### src/hw/rtl/bdp_probe_estimator_core_assert.svh
// Assertion macros shared by the estimator modules.
`ifndef BDP_PROBE_ESTIMATOR_CORE_ASSERT_SVH
`define BDP_PROBE_ESTIMATOR_CORE_ASSERT_SVH

// Implication checked on every rising clock edge outside reset.
`define BDP_ASSERT_IMP(label, clk, rstn, ante, cons) \
    label: assert property (@(posedge clk) disable iff (!rstn) (ante) |-> (cons)) \
        else $error("assertion failed");

// Next-cycle implication checked outside reset.
`define BDP_ASSERT_NEXT(label, clk, rstn, ante, cons) \
    label: assert property (@(posedge clk) disable iff (!rstn) (ante) |=> (cons)) \
        else $error("assertion failed");

`endif

### src/hw/rtl/bdp_pkg.sv
`timescale 1ns / 1ps

package bdp_pkg;

    localparam int TIME_WIDTH_DEF  = 48;
    localparam int COUNT_WIDTH_DEF = 48;
    localparam int EST_W    = 48;
    localparam int BW_W     = 56;
    localparam int DELAY_W  = 14;
    localparam int OP_W     = 3;
    localparam int BYTES_W  = 32;
    localparam int JIT_W    = 7;
    localparam int CFG_IDX_W = 3;
    localparam int CFG_DATA_W = 48;
    // One million scaled product needs 20 extra bits.
    localparam int US_PER_S = 1000000;
    localparam int US_W     = 20;

    localparam logic [OP_W-1:0] OP_ADD      = 3'd0;
    localparam logic [OP_W-1:0] OP_QUERY    = 3'd1;
    localparam logic [OP_W-1:0] OP_SCHEDULE = 3'd2;
    localparam logic [OP_W-1:0] OP_START    = 3'd3;
    localparam logic [OP_W-1:0] OP_COMPLETE = 3'd4;
    localparam logic [OP_W-1:0] OP_RESTART  = 3'd5;

    localparam logic [CFG_IDX_W-1:0] REG_INIT_EST   = 3'd0;
    localparam logic [CFG_IDX_W-1:0] REG_INIT_DELAY = 3'd1;
    localparam logic [CFG_IDX_W-1:0] REG_CEILING    = 3'd2;
    localparam logic [CFG_IDX_W-1:0] REG_THRESHOLD  = 3'd3;
    localparam logic [CFG_IDX_W-1:0] REG_RAMP       = 3'd4;

    localparam logic [1:0] PH_UNSCHED = 2'd0;
    localparam logic [1:0] PH_SCHED   = 2'd1;
    localparam logic [1:0] PH_STARTED = 2'd2;

    // Request and reply between the control path and the serial units.
    typedef struct packed {
        logic start;
    } bdp_go_t;

    typedef struct packed {
        logic busy;
        logic done;
    } bdp_stat_t;

endpackage

### src/hw/rtl/bdp_ser_mul.sv
`timescale 1ns / 1ps

// Shift-add multiplier: one multiplier bit per cycle.
module bdp_ser_mul #(
    parameter int A_W = 48,
    parameter int B_W = 20
) (
    input  logic                 aclk,
    input  logic                 aresetn,
    input  bdp_pkg::bdp_go_t     go,
    input  logic [A_W-1:0]       a,
    input  logic [B_W-1:0]       b,
    output bdp_pkg::bdp_stat_t   stat,
    output logic [A_W+B_W-1:0]   p
);
    import bdp_pkg::*;

    localparam int CW = $clog2(B_W + 1);

    logic [A_W+B_W-1:0] acc_reg, acc_next, mc_reg, mc_next;
    logic [B_W-1:0]     mp_reg, mp_next;
    logic [CW-1:0]      cnt_reg, cnt_next;
    logic               busy_reg, busy_next, done_reg, done_next;

    // Add the shifted multiplicand when the low multiplier bit is set.
    always_comb begin
        acc_next  = acc_reg;
        mc_next   = mc_reg;
        mp_next   = mp_reg;
        cnt_next  = cnt_reg;
        busy_next = busy_reg;
        done_next = 1'b0;
        if (go.start) begin
            acc_next  = '0;
            mc_next   = {{B_W{1'b0}}, a};
            mp_next   = b;
            cnt_next  = CW'(B_W);
            busy_next = 1'b1;
        end else if (busy_reg) begin
            if (mp_reg[0]) acc_next = acc_reg + mc_reg;
            mc_next  = mc_reg << 1;
            mp_next  = mp_reg >> 1;
            cnt_next = cnt_reg - 1'b1;
            if (cnt_reg == CW'(1)) begin
                busy_next = 1'b0;
                done_next = 1'b1;
            end
        end
    end

    always_ff @(posedge aclk) begin
        acc_reg <= acc_next;
        mc_reg  <= mc_next;
        mp_reg  <= mp_next;
        cnt_reg <= cnt_next;
        if (!aresetn) begin
            busy_reg <= 1'b0;
            done_reg <= 1'b0;
        end else begin
            busy_reg <= busy_next;
            done_reg <= done_next;
        end
    end

    assign stat.busy = busy_reg;
    assign stat.done = done_reg;
    assign p = acc_reg;
endmodule

### src/hw/rtl/bdp_ser_div.sv
`timescale 1ns / 1ps

`include "bdp_probe_estimator_core_assert.svh"

// Restoring divider: one quotient bit per cycle, saturating result.
module bdp_ser_div #(
    parameter int N_W = 68,
    parameter int D_W = 48,
    parameter int Q_W = 56
) (
    input  logic                 aclk,
    input  logic                 aresetn,
    input  bdp_pkg::bdp_go_t     go,
    input  logic [N_W-1:0]       num,
    input  logic [D_W-1:0]       den,
    output bdp_pkg::bdp_stat_t   stat,
    output logic [Q_W-1:0]       q
);
    import bdp_pkg::*;

    localparam int CW = $clog2(N_W + 1);

    logic [N_W-1:0] n_reg, n_next, q_reg, q_next;
    logic [D_W:0]   r_reg, r_next, trial;
    logic [D_W-1:0] d_reg, d_next;
    logic [CW-1:0]  cnt_reg, cnt_next;
    logic           busy_reg, busy_next, done_reg, done_next;

    assign trial = {r_reg[D_W-1:0], n_reg[N_W-1]};

    always_comb begin
        n_next = n_reg; q_next = q_reg; r_next = r_reg; d_next = d_reg;
        cnt_next = cnt_reg; busy_next = busy_reg; done_next = 1'b0;
        if (go.start) begin
            n_next = num; q_next = '0; r_next = '0; d_next = den;
            cnt_next = CW'(N_W); busy_next = 1'b1;
        end else if (busy_reg) begin
            n_next = n_reg << 1;
            if (trial >= {1'b0, d_reg}) begin
                r_next = trial - {1'b0, d_reg};
                q_next = {q_reg[N_W-2:0], 1'b1};
            end else begin
                r_next = trial;
                q_next = {q_reg[N_W-2:0], 1'b0};
            end
            cnt_next = cnt_reg - 1'b1;
            if (cnt_reg == CW'(1)) begin
                busy_next = 1'b0;
                done_next = 1'b1;
            end
        end
    end

    always_ff @(posedge aclk) begin
        n_reg <= n_next; q_reg <= q_next; r_reg <= r_next; d_reg <= d_next;
        cnt_reg <= cnt_next;
        if (!aresetn) begin
            busy_reg <= 1'b0;
            done_reg <= 1'b0;
        end else begin
            busy_reg <= busy_next;
            done_reg <= done_next;
        end
    end

    assign stat.busy = busy_reg;
    assign stat.done = done_reg;
    assign q = (|q_reg[N_W-1:Q_W]) ? {Q_W{1'b1}} : q_reg[Q_W-1:0];

    `BDP_ASSERT_NEXT(a_div_done_ends, aclk, aresetn, stat.done, !stat.done)
    `BDP_ASSERT_IMP(a_div_done_idle, aclk, aresetn, stat.done, !stat.busy)
    `BDP_ASSERT_IMP(a_div_rem_lt, aclk, aresetn, busy_reg && !go.start,
        r_reg < {1'b0, d_reg})
endmodule

### src/hw/rtl/bdp_probe_estimator_core.sv
`timescale 1ns / 1ps

// Channel  | Ports                                   | Direction
// s_       | s_valid/s_ready, operation..jitter_ms   | in
// m_       | m_valid/m_ready, status..delay_ms       | out
// cfg_     | cfg_valid/cfg_ready, cfg_index/cfg_data | in
//
// Most operations are accepted, then their result is registered and held.
// A complete with a positive interval then runs 20 multiply steps by one
// million, a handoff to the divider, COUNT_WIDTH + 20 division steps
// and an update of the estimator state.
// Reset is synchronous, active low, and loads the register reset values.
// An item is taken only while no result waits, so m_ready stalls the input.

`include "bdp_probe_estimator_core_assert.svh"

module bdp_probe_estimator_core #(
    parameter int TIME_WIDTH  = bdp_pkg::TIME_WIDTH_DEF,
    parameter int COUNT_WIDTH = bdp_pkg::COUNT_WIDTH_DEF
) (
    input  logic                          aclk,
    input  logic                          aresetn,
    input  logic                          s_valid,
    output logic                          s_ready,
    input  logic [bdp_pkg::OP_W-1:0]      s_operation,
    input  logic [bdp_pkg::BYTES_W-1:0]   s_byte_count,
    input  logic [47:0]                   s_now_us,
    input  logic [bdp_pkg::JIT_W-1:0]     s_jitter_ms,
    output logic                          m_valid,
    input  logic                          m_ready,
    output logic                          m_status,
    output logic                          m_ping_due,
    output logic [bdp_pkg::EST_W-1:0]     m_window_estimate,
    output logic [bdp_pkg::BW_W-1:0]      m_bandwidth_estimate,
    output logic [bdp_pkg::DELAY_W-1:0]   m_delay_ms,
    input  logic                          cfg_valid,
    output logic                          cfg_ready,
    input  logic [bdp_pkg::CFG_IDX_W-1:0] cfg_index,
    input  logic [bdp_pkg::CFG_DATA_W-1:0] cfg_data
);
    import bdp_pkg::*;

    localparam int PW = COUNT_WIDTH + US_W;
    localparam logic [COUNT_WIDTH-1:0] CMAX = {COUNT_WIDTH{1'b1}};
    localparam logic [TIME_WIDTH-1:0]  TMAX = {TIME_WIDTH{1'b1}};
    localparam logic [1:0] S_IDLE = 2'd0, S_MUL = 2'd1, S_DIV = 2'd2, S_OUT = 2'd3;

    // Configuration registers.
    logic [EST_W-1:0]   init_est_reg;
    logic [DELAY_W-1:0] init_delay_reg, ceiling_reg;
    logic [1:0]         thresh_reg;
    logic [9:0]         ramp_reg;

    // Estimator state.
    logic [1:0]             phase_reg;
    logic [COUNT_WIDTH-1:0] acc_reg;
    logic [EST_W-1:0]       est_reg;
    logic [BW_W-1:0]        bw_reg;
    logic [DELAY_W-1:0]     delay_reg;
    logic [1:0]             steady_reg;
    logic [TIME_WIDTH-1:0]  ptime_reg;

    logic [1:0] state_reg;
    logic [TIME_WIDTH-1:0] now_reg, dt_reg;
    logic [JIT_W-1:0] jit_reg;
    logic status_reg;

    logic [TIME_WIDTH-1:0] now_in;
    assign now_in = TIME_WIDTH'(s_now_us);

    bdp_go_t mul_go, div_go;
    bdp_stat_t mul_st, div_st;
    logic [PW-1:0] prod;
    logic [BW_W-1:0] quot;

    bdp_ser_mul #(.A_W(COUNT_WIDTH), .B_W(US_W)) u_mul (
        .aclk(aclk), .aresetn(aresetn), .go(mul_go), .a(acc_reg),
        .b(US_W'(US_PER_S)), .stat(mul_st), .p(prod));

    bdp_ser_div #(.N_W(PW), .D_W(TIME_WIDTH), .Q_W(BW_W)) u_div (
        .aclk(aclk), .aresetn(aresetn), .go(div_go), .num(prod),
        .den(dt_reg), .stat(div_st), .q(quot));

    logic accept;
    assign s_ready   = (state_reg == S_IDLE);
    assign cfg_ready = 1'b1;
    assign accept    = s_valid && s_ready;
    assign m_valid   = (state_reg == S_OUT);
    assign mul_go.start = accept && s_operation == OP_COMPLETE
                          && phase_reg == PH_STARTED && now_in > ptime_reg;
    assign div_go.start = mul_st.done;

    // Completion update, applied with a measured bandwidth, or with zero when there is no measurement.
    logic [BW_W-1:0] bw_meas;
    logic [EST_W+1:0] two_est;
    logic [COUNT_WIDTH+1:0] acc_x3;
    logic [EST_W:0] dbl;
    logic [COUNT_WIDTH+EST_W:0] big, pick;
    logic grow;
    logic [TIME_WIDTH-1:0] now_use;
    logic [JIT_W-1:0] jit_use;
    logic [DELAY_W+1:0] ramp_sum;
    logic [DELAY_W-1:0] dnew;
    logic [2:0] steady_inc;
    logic [1:0] steady_new;
    logic [TIME_WIDTH+DELAY_W+10:0] tsum;
    logic [DELAY_W+9:0] ms;
    logic [1:0] state_next;

    // A complete without a measurement is applied at its accept and reads
    // the item itself; a measured one reads the copies latched at accept.
    assign now_use = (state_reg == S_IDLE) ? now_in : now_reg;
    assign jit_use = (state_reg == S_IDLE) ? s_jitter_ms : jit_reg;

    assign bw_meas  = (state_reg == S_DIV) ? quot : '0;
    assign two_est  = {1'b0, est_reg, 1'b0};
    // The count exceeds floor(2*est/3) exactly when 3*count exceeds 2*est.
    assign acc_x3   = {2'b0, acc_reg} + {1'b0, acc_reg, 1'b0};
    assign grow     = ({{EST_W{1'b0}}, acc_x3} > {{COUNT_WIDTH{1'b0}}, two_est})
                      && bw_meas > bw_reg;
    assign dbl      = {est_reg, 1'b0};
    assign big      = ({{EST_W+1{1'b0}}, acc_reg} > {{COUNT_WIDTH{1'b0}}, dbl})
                      ? {{EST_W+1{1'b0}}, acc_reg} : {{COUNT_WIDTH{1'b0}}, dbl};
    assign pick     = big;
    assign steady_inc = {1'b0, steady_reg} + ((steady_reg != 2'd3) ? 3'd1 : 3'd0);
    assign steady_new = steady_inc[1:0];
    assign ramp_sum = {2'b0, delay_reg} + {6'b0, ramp_reg} + {9'b0, jit_use};
    always_comb begin
        dnew = delay_reg;
        if (grow) dnew = delay_reg >> 1;
        else if (delay_reg < ceiling_reg && steady_new >= thresh_reg)
            dnew = (|ramp_sum[DELAY_W+1:DELAY_W]) ? {DELAY_W{1'b1}}
                                                  : ramp_sum[DELAY_W-1:0];
    end
    assign ms   = dnew * 10'd1000;
    assign tsum = {{DELAY_W+11{1'b0}}, now_use} + {{TIME_WIDTH+1{1'b0}}, ms};

    always_comb begin
        state_next = state_reg;
        case (state_reg)
            S_IDLE: if (accept) state_next = mul_go.start ? S_MUL : S_OUT;
            S_MUL:  if (mul_st.done) state_next = S_DIV;
            S_DIV:  if (div_st.done) state_next = S_OUT;
            S_OUT:  if (m_ready) state_next = S_IDLE;
            default: state_next = S_IDLE;
        endcase
    end

    always_ff @(posedge aclk) begin
        if (!aresetn) begin
            init_est_reg <= EST_W'(65536); init_delay_reg <= DELAY_W'(100);
            ceiling_reg <= DELAY_W'(10000); thresh_reg <= 2'd2; ramp_reg <= 10'd100;
            state_reg <= S_IDLE; phase_reg <= PH_UNSCHED; acc_reg <= '0;
            est_reg <= EST_W'(65536); bw_reg <= '0; delay_reg <= DELAY_W'(100);
            steady_reg <= '0; ptime_reg <= '0; status_reg <= 1'b0;
        end else begin
            state_reg <= state_next;
            if (cfg_valid) begin
                case (cfg_index)
                    REG_INIT_EST:   init_est_reg <= cfg_data[EST_W-1:0];
                    REG_INIT_DELAY: init_delay_reg <= cfg_data[DELAY_W-1:0];
                    REG_CEILING:    ceiling_reg <= cfg_data[DELAY_W-1:0];
                    REG_THRESHOLD:  thresh_reg <= cfg_data[1:0];
                    REG_RAMP:       ramp_reg <= cfg_data[9:0];
                    default: ;
                endcase
            end
            if (accept) begin
                now_reg <= now_in; jit_reg <= s_jitter_ms;
                dt_reg <= now_in - ptime_reg;
                case (s_operation)
                    OP_ADD: begin
                        status_reg <= 1'b0;
                        acc_reg <= (acc_reg > CMAX - COUNT_WIDTH'(s_byte_count))
                            ? CMAX : acc_reg + COUNT_WIDTH'(s_byte_count);
                    end
                    OP_QUERY: status_reg <= 1'b0;
                    OP_SCHEDULE:
                        if (phase_reg != PH_UNSCHED) status_reg <= 1'b1;
                        else begin
                            status_reg <= 1'b0; phase_reg <= PH_SCHED; acc_reg <= '0;
                        end
                    OP_START:
                        if (phase_reg != PH_SCHED) status_reg <= 1'b1;
                        else begin
                            status_reg <= 1'b0;
                            phase_reg <= PH_STARTED; acc_reg <= '0; ptime_reg <= now_in;
                        end
                    OP_COMPLETE: status_reg <= (phase_reg != PH_STARTED);
                    OP_RESTART: begin
                        status_reg <= 1'b0;
                        phase_reg <= PH_UNSCHED; acc_reg <= '0; est_reg <= init_est_reg;
                        bw_reg <= '0; delay_reg <= init_delay_reg; steady_reg <= '0;
                        ptime_reg <= '0;
                    end
                    default: status_reg <= 1'b1;
                endcase
            end
            // Complete is applied at accept when there is no measurement, else once its bandwidth is known.
            if ((state_reg == S_IDLE && accept && s_operation == OP_COMPLETE
                 && phase_reg == PH_STARTED && !mul_go.start)
                || (state_reg == S_DIV && div_st.done)) begin
                if (grow) begin
                    est_reg <= (|pick[COUNT_WIDTH+EST_W:EST_W]) ? {EST_W{1'b1}}
                                                                 : pick[EST_W-1:0];
                    bw_reg <= bw_meas;
                end
                if (dnew != delay_reg) steady_reg <= '0;
                else if (!grow && delay_reg < ceiling_reg) steady_reg <= steady_new;
                delay_reg <= dnew;
                phase_reg <= PH_UNSCHED; acc_reg <= '0;
                ptime_reg <= (|tsum[TIME_WIDTH+DELAY_W+10:TIME_WIDTH]) ? TMAX
                                                                     : tsum[TIME_WIDTH-1:0];
            end
        end
    end

    assign m_status   = status_reg;
    assign m_ping_due = (phase_reg == PH_UNSCHED) && (now_reg >= ptime_reg);
    assign m_window_estimate    = est_reg;
    assign m_bandwidth_estimate = bw_reg;
    assign m_delay_ms = delay_reg;

    `BDP_ASSERT_IMP(a_no_take_busy, aclk, aresetn, mul_st.busy || div_st.busy, !s_ready)
    `BDP_ASSERT_IMP(a_out_idle_units, aclk, aresetn, m_valid,
        !mul_st.busy && !div_st.busy)
    `BDP_ASSERT_NEXT(a_mul_then_div, aclk, aresetn, mul_st.done, div_st.busy)
endmodule
### config.mk
export PLATFORM = sky130hd
export DESIGN_NAME = bdp_probe_estimator_core
export DESIGN_NICKNAME = d
export VERILOG_FILES = /design/src/hw/rtl/bdp_pkg.sv /design/src/hw/rtl/bdp_ser_mul.sv /design/src/hw/rtl/bdp_ser_div.sv /design/src/hw/rtl/bdp_probe_estimator_core.sv
export VERILOG_INCLUDE_DIRS = /design/src /design/src/hw/rtl
export SDC_FILE = /design/constraint.sdc
export NUM_CORES = 2
export LEC_CHECK = 0
export BUFFER_PORTS_ARGS = -buffer_cell sky130_fd_sc_hd__buf_4
export CAP_MARGIN = 5
export CORE_ASPECT_RATIO = 0.75
export CORE_MARGIN = 5
export CORE_UTILIZATION = 28
export CTS_BUF_LIST = sky130_fd_sc_hd__clkbuf_4 sky130_fd_sc_hd__clkbuf_8
export CTS_CLUSTER_SIZE = 10
export DETAILED_ROUTE_END_ITERATION = 8
export SLEW_MARGIN = 5
export SYNTH_ARGS = -nofsm -noshare
export SYNTH_HDL_FRONTEND = slang
export SYNTH_HIERARCHICAL = 1
export SYNTH_SLANG_ARGS = --single-unit
### constraint.sdc
create_clock -name aclk -period 23.9 [get_ports aclk]
set_input_delay 4.78 -clock aclk [delete_from_list [all_inputs] [get_ports aclk]]
set_output_delay 4.78 -clock aclk [all_outputs]
set_load 0.005 [all_outputs]
# Word-level counts from Yosys, hierarchy flattened
# Index checks and enable logic that the tools add are counted.
[word_totals]
elab_cells = 191
reg_bits = 816
in_bits = 146
[classes]
eq_ne = 26
add_sub_neg = 12
muxes = 61
mul = 1
n_bitwise = 3
order_cmp = 9
reduce_logical = 48
[ops]
columns = ["operator", "n"]
rows = [
  ["48-bit two-way mux", 16],
  ["56-bit two-way mux", 6],
  ["48-bit one-hot mux with 4 select lines", 1],
  ["68-bit two-way mux", 2],
  ["48-bit > comparator", 2],
  ["48-bit one-hot mux with 2 select lines", 1],
  ["48-bit subtractor", 2],
  ["14-bit two-way mux", 6],
  ["68-bit adder", 1],
  ["56-bit > comparator", 1],
  ["48-bit by 49-bit adder with 50-bit output", 1],
  ["50-bit by 49-bit > comparator with 1-bit output", 1],
  ["48-bit by 24-bit adder with 49-bit output", 1],
  ["49-bit by 48-bit >= comparator with 1-bit output", 1],
  ["48-bit by 49-bit > comparator with 1-bit output", 1],
  ["49-bit two-way mux", 1],
  ["49-bit OR reduction", 1],
  ["48-bit by 32-bit adder with 48-bit output", 1],
  ["48-bit >= comparator", 1],
  ["1-bit by 33-bit subtractor with 34-bit output (first input constant)", 1],
  ["25-bit OR reduction", 1],
  ["2-bit two-way mux", 12],
  ["14-bit by 7-bit multiplier with 21-bit output (second input constant)", 1],
  ["15-bit by 7-bit adder with 16-bit output", 1],
  ["other kinds (37)", 97],
]

# Longest topological paths before layout
[depth]
ltp_word = 12
ltp_mapped = 60
mapped_depth_nobuf = 56

# Hierarchy
# Netlist, hierarchy kept.
[modules_own_cells]
columns = ["mod", "cells_each", "area_each_um2", "n_inst", "seq_area_each_um2"]
rows = [
  ["bdp_probe_estimator_core", 4148, 33758.6, 1, 9278.9],
  ["bdp_ser_div", 1256, 12761.0, 1, 5985.7],
  ["bdp_ser_mul", 1154, 10408.7, 1, 3943.8],
]

# Worst setup path after synthesis
# Ideal clock, no wire load.
[synth_timing]
kind = "in2reg"
start = "input port s_jitter_ms[2] (netlist name)"
end = "register ptime_reg[27]"
setup_slack_ns = 9.984
required_ns = 23.783
path_stages = 42
t_arrival_ns = 13.799
path_cell_list = "mux2_2 -> fa_1 -> ha_1 -> a211oi_1 -> o211a_1 -> o31ai_1 -> a21o_1 -> inv_1 -> and2_0 -> clkbuf_1 -> a21oi_1 -> mux2i_1 -> inv_1 -> ha_1 -> fa_1 -> inv_1 -> fa_1 -> fa_1 -> [6 not listed] -> o21ai_0 -> a21boi_0 -> o21ai_0 -> nand2b_1 -> a21o_1 -> a21oi_1 -> xnor2_1 -> ha_1 -> clkbuf_1 -> nand3_1 -> nor2_1 -> a221o_1 -> a221oi_1 -> and2_1 -> buf_2 -> nor3_2 -> or3_1 -> a32o_1"
[synth_between]
elab_chain_len = 11
[synth_rtl]
columns = ["element", "line", "text"]
rows = [
  ["start: declaration", "bdp_probe_estimator_core.sv:28", "input logic [bdp_pkg::JIT_W-1:0] s_jitter_ms,"],
  ["7-bit two-way mux (*)", "bdp_probe_estimator_core.sv:113", "assign jit_use = (state_reg == S_IDLE) ? s_jitter_ms : jit_reg;"],
  ["15-bit by 7-bit adder with 16-bit output (*)", "bdp_probe_estimator_core.sv:127", "assign ramp_sum = {2'b0, delay_reg} + {6'b0, ramp_reg} + {9'b0, jit_use};"],
  ["2-bit OR reduction", "bdp_probe_estimator_core.sv:132", "dnew = (|ramp_sum[DELAY_W+1:DELAY_W]) ? {DELAY_W{1'b1}}"],
  ["14-bit two-way mux (*)", "bdp_probe_estimator_core.sv:132", ""],
  ["14-bit two-way mux (*)", "bdp_probe_estimator_core.sv:131", "else if (delay_reg < ceiling_reg && steady_new >= thresh_reg)"],
  ["14-bit two-way mux (*)", "bdp_probe_estimator_core.sv:130", "if (grow) dnew = delay_reg >> 1;"],
  ["14-bit by 7-bit multiplier with 21-bit output (*)", "bdp_probe_estimator_core.sv:135", "assign ms = dnew * 10'd1000;"],
  ["48-bit by 24-bit adder with 49-bit output (*)", "bdp_probe_estimator_core.sv:136", "assign tsum = {{DELAY_W+11{1'b0}}, now_use} + {{TIME_WIDTH+1{1'b0}}, ms};"],
  ["25-bit OR reduction", "bdp_probe_estimator_core.sv:212", "ptime_reg <= (|tsum[TIME_WIDTH+DELAY_W+10:TIME_WIDTH]) ? TMAX"],
  ["48-bit two-way mux (*)", "bdp_probe_estimator_core.sv:212", ""],
  ["48-bit two-way mux (*)", "bdp_probe_estimator_core.sv:200", "if ((state_reg == S_IDLE && accept && s_operation == OP_COMPLETE"],
  ["end signal: assignment", "bdp_probe_estimator_core.sv:212", ""],
  ["end: declaration", "bdp_probe_estimator_core.sv:61", "logic [TIME_WIDTH-1:0] ptime_reg;"],
]
# Every way passes the cells marked *; elsewhere a longest branch is shown, timed or not.
# A chain may end at the register's enable or synchronous reset.

# Worst setup path after layout
[layout_timing]
start = "input port s_jitter_ms[2] (netlist name)"
end = "register ptime_reg[21]"
# Same word-level chain as after synthesis.

==> summary.md <==
| Metric | Value |
|---|---|
| Status | `complete, no violations` |
| CP delay by family, top | `compound AO/OA/AOI/OAI gates` |
| Placed cell areas | `approximately 60000 µm²` |
| Max clock buf depth | `3` |
| Worst-path clk slew | `around 0.070 ns` |
| Capturing point of the worst reg2reg path | `ptime_reg[21]` |
| R2R Setup Slk | `9.13 ns` |
| P per Cell Area | `between 70 and 80 nW/µm²` |
| Post-CTS Repair Setup Buffers | `0` |
| Syn avg cell area | `slightly below 9 µm²` |
| Max cap viols | `0` |
| Ports | `between 200 and 300` |
| Average wire per standard cell | `19.60 µm` |
| Detail Placement HPWL | `~140000 µm` |
| Layout area overhead | `14.02%` |
| Critical path class | `input port to flip-flop` |
| Crit path capture type | `flip-flop` |
| Worst path max stage delay | `slightly above 0.9 ns` |
| WP buf/inv | `5` |
| Hold crit path type | `flip-flop to flip-flop` |
| Slew Viols, Final | `0` |
| Final hold viol count | `0` |
| Hold Path Stages | `0` |
| Max-Slew Margin vs Limit | `approximately a quarter` |
| Cts-stage hold buffer count | `0` |
| Antenna violations before repair | `8` |
| Vias per Instance | `5.169` |
| RSZ-0062 raised after global routing | `no` |
| Final nets | `between 7000 and 8000` |
| Critical path depth | `42` |
| DRT iter0 DRCs | `~4300` |
| CP arrival | `~16 ns` |
| Worst Clk Skew | `0.05166 ns` |
| Placed Cells | `9236` |
| Number of synthesis warnings | `6` |
| Starting Density | `28.12%` |
| Worst-Margin Slew | `1.134 ns` |
| Layout fillers | `20960` |
| Worst vdd ir | `approximately 0.12 mV` |
| R2r worst-path depth | `54` |
| Die Width | `between 500 and 600 µm` |
| Non-Filler Instances | `about 9500` |
| Drc violations | `0` |
| Number of core rows | `around 140` |
| Vias in the first global route | `about 47000` |
| All-Layer GR Usage | `between 10% and 20%` |
| Synth Cell Area | `56910 µm²` |
| Setup crit end | `ptime_reg[21]` |
| Core area | `202400 µm²` |
| Worst-skew pair later-pin latency | `0.89 ns` |
| Final min period | `14.98 ns` |
| Die Y | `400.4 µm` |
| Setup crit start kind | `input port` |
| TritonRoute pass-1 iters | `6` |
| Max FO, Critical Path | `25` |
| Sink Count | `slightly above 800` |
| Fmax | `between 0.06 and 0.07 GHz` |
| H-tree levels | `4` |
| Final setup fails | `0` |
| Crit-path slowest cell | `nor3_4` |
| Number of port buffers | `267` |
| DRT Wirelength | `~190000 µm` |
| Gate count after technology mapping | `about 6600` |
| Fin area | `approximately 65000 µm²` |
| Final period utilization | `between 60 and 70%` |
| First-pass GRT wire length | `~290000 µm` |
| Data required, critical path | `about 25 ns` |
| TNS Setup | `0 ns` |
| Layout cells sized above 1 | `between 10 and 15%` |
| Worst reg2reg path startpoint | `acc_reg[1]` |
| Crit. Startpoint | `s_jitter_ms[2]` |
| Fin util | `between 30 and 40%` |
| RePlAce Congestion | `between 0.9 and 1` |
| Leakage | `between 20 and 30 nW` |
| Commonest non-fill, non-tap cell in the layout | `nand2_1` |
| Via Count | `roughly 49000` |
| Commonest cells after routing, fill and taps aside | `nand2_1 (773), a21oi_1 (569), ha_1 (545), dfxtp_1 (526), nor2_1 (419)` |
| Resized cells post-CTS | `0` |
| Detail Route Antenna Nets | `0` |
| CTS tree | `built` |
| Clk root buf | `clkbuf_8` |
| Die area | `around 210000 µm²` |
| Cts bufs inserted | `around 160` |
| Hold slack | `between 0.4 and 0.5 ns` |
| GRT overflow | `0` |
| Largest net degree at the start of global routing | `167` |
## worst reg2reg max path: cells and delay by family, from the launching register on
| kind | cells | cell delay [ns] |
|---|---|---|
| compound gates | 27 | 5.64 |
| simple gates | 11 | 3.61 |
| fa+ha+maj | 9 | 3.59 |
| mux | 1 | 0.62 |
| buf+inv | 4 | 0.55 |
| flops | 1 | 0.43 |
| xor+xnor | 2 | 0.26 |
## worst min-delay path by stage
| stage | start | end | slack [ns] |
|---|---|---|---|
| 4_1_cts | dt_reg[31] | u_div/d_reg[31] | 0.41 |
| 6_report | dt_reg[31] | u_div/d_reg[31] | 0.41 |
| 3_5_place_dp | dt_reg[31] | u_div/d_reg[31] | 0.40 |
| 3_3_place_gp | dt_reg[16] | u_div/d_reg[16] | 0.40 |
| 2_1_floorplan | dt_reg[0] | u_div/d_reg[0] | 0.40 |
| 5_1_grt | dt_reg[31] | u_div/d_reg[31] | 0.42 |
## metal layers
layer  vias to the layer above  global-route usage, %  routed length [µm]
met2                      1524                  26.23               81600
met5                         -                      0                   0
li1                      23830                      -                   -
met1                     23670                  23.88               87040
met3                       277                  3.039               12190
met4                         0                  5.560                6091
## where the power goes
| group | total [mW] | leakage [nW] | switching [mW] | internal, mW |
|---|---|---|---|---|
| logic | 1.52 | 18.0 | 0.941 | 0.579 |
| clock network | 1.52 | 1.79 | 0.688 | 0.830 |
| registers | 1.51 | 6.89 | 0.0291 | 1.48 |
| total | 4.55 | 26.7 | 1.66 | 2.89 |
## layout make-up
class                           count  area [µm²]  area share (%)
Timing Repair Buffer              315        2381           3.669
Clock buffer                      217        2736           4.217
Clock inverter                     75       649.4           1.001
Inverter                          410        1541           2.375
Sequential cell                   816       19220           29.61
Multi-Input combinational cell   5013       34990           53.91
Antenna cell                       10       25.02         0.03856
Tap cell                         2682        3356           5.171
## metrics by stage
| stage | setup slack (ns) | power [mW] |
|---|---|---|
| floorplan | 9.984 | 2.620 |
| global placement | 8.321 | 3.054 |
| detailed placement | 8.157 | 3.039 |
| CTS | 9.121 | 4.592 |
| global route | 8.044 | 4.825 |
| finish | 8.916 | 4.550 |
Power figures use the tool's default switching activity.
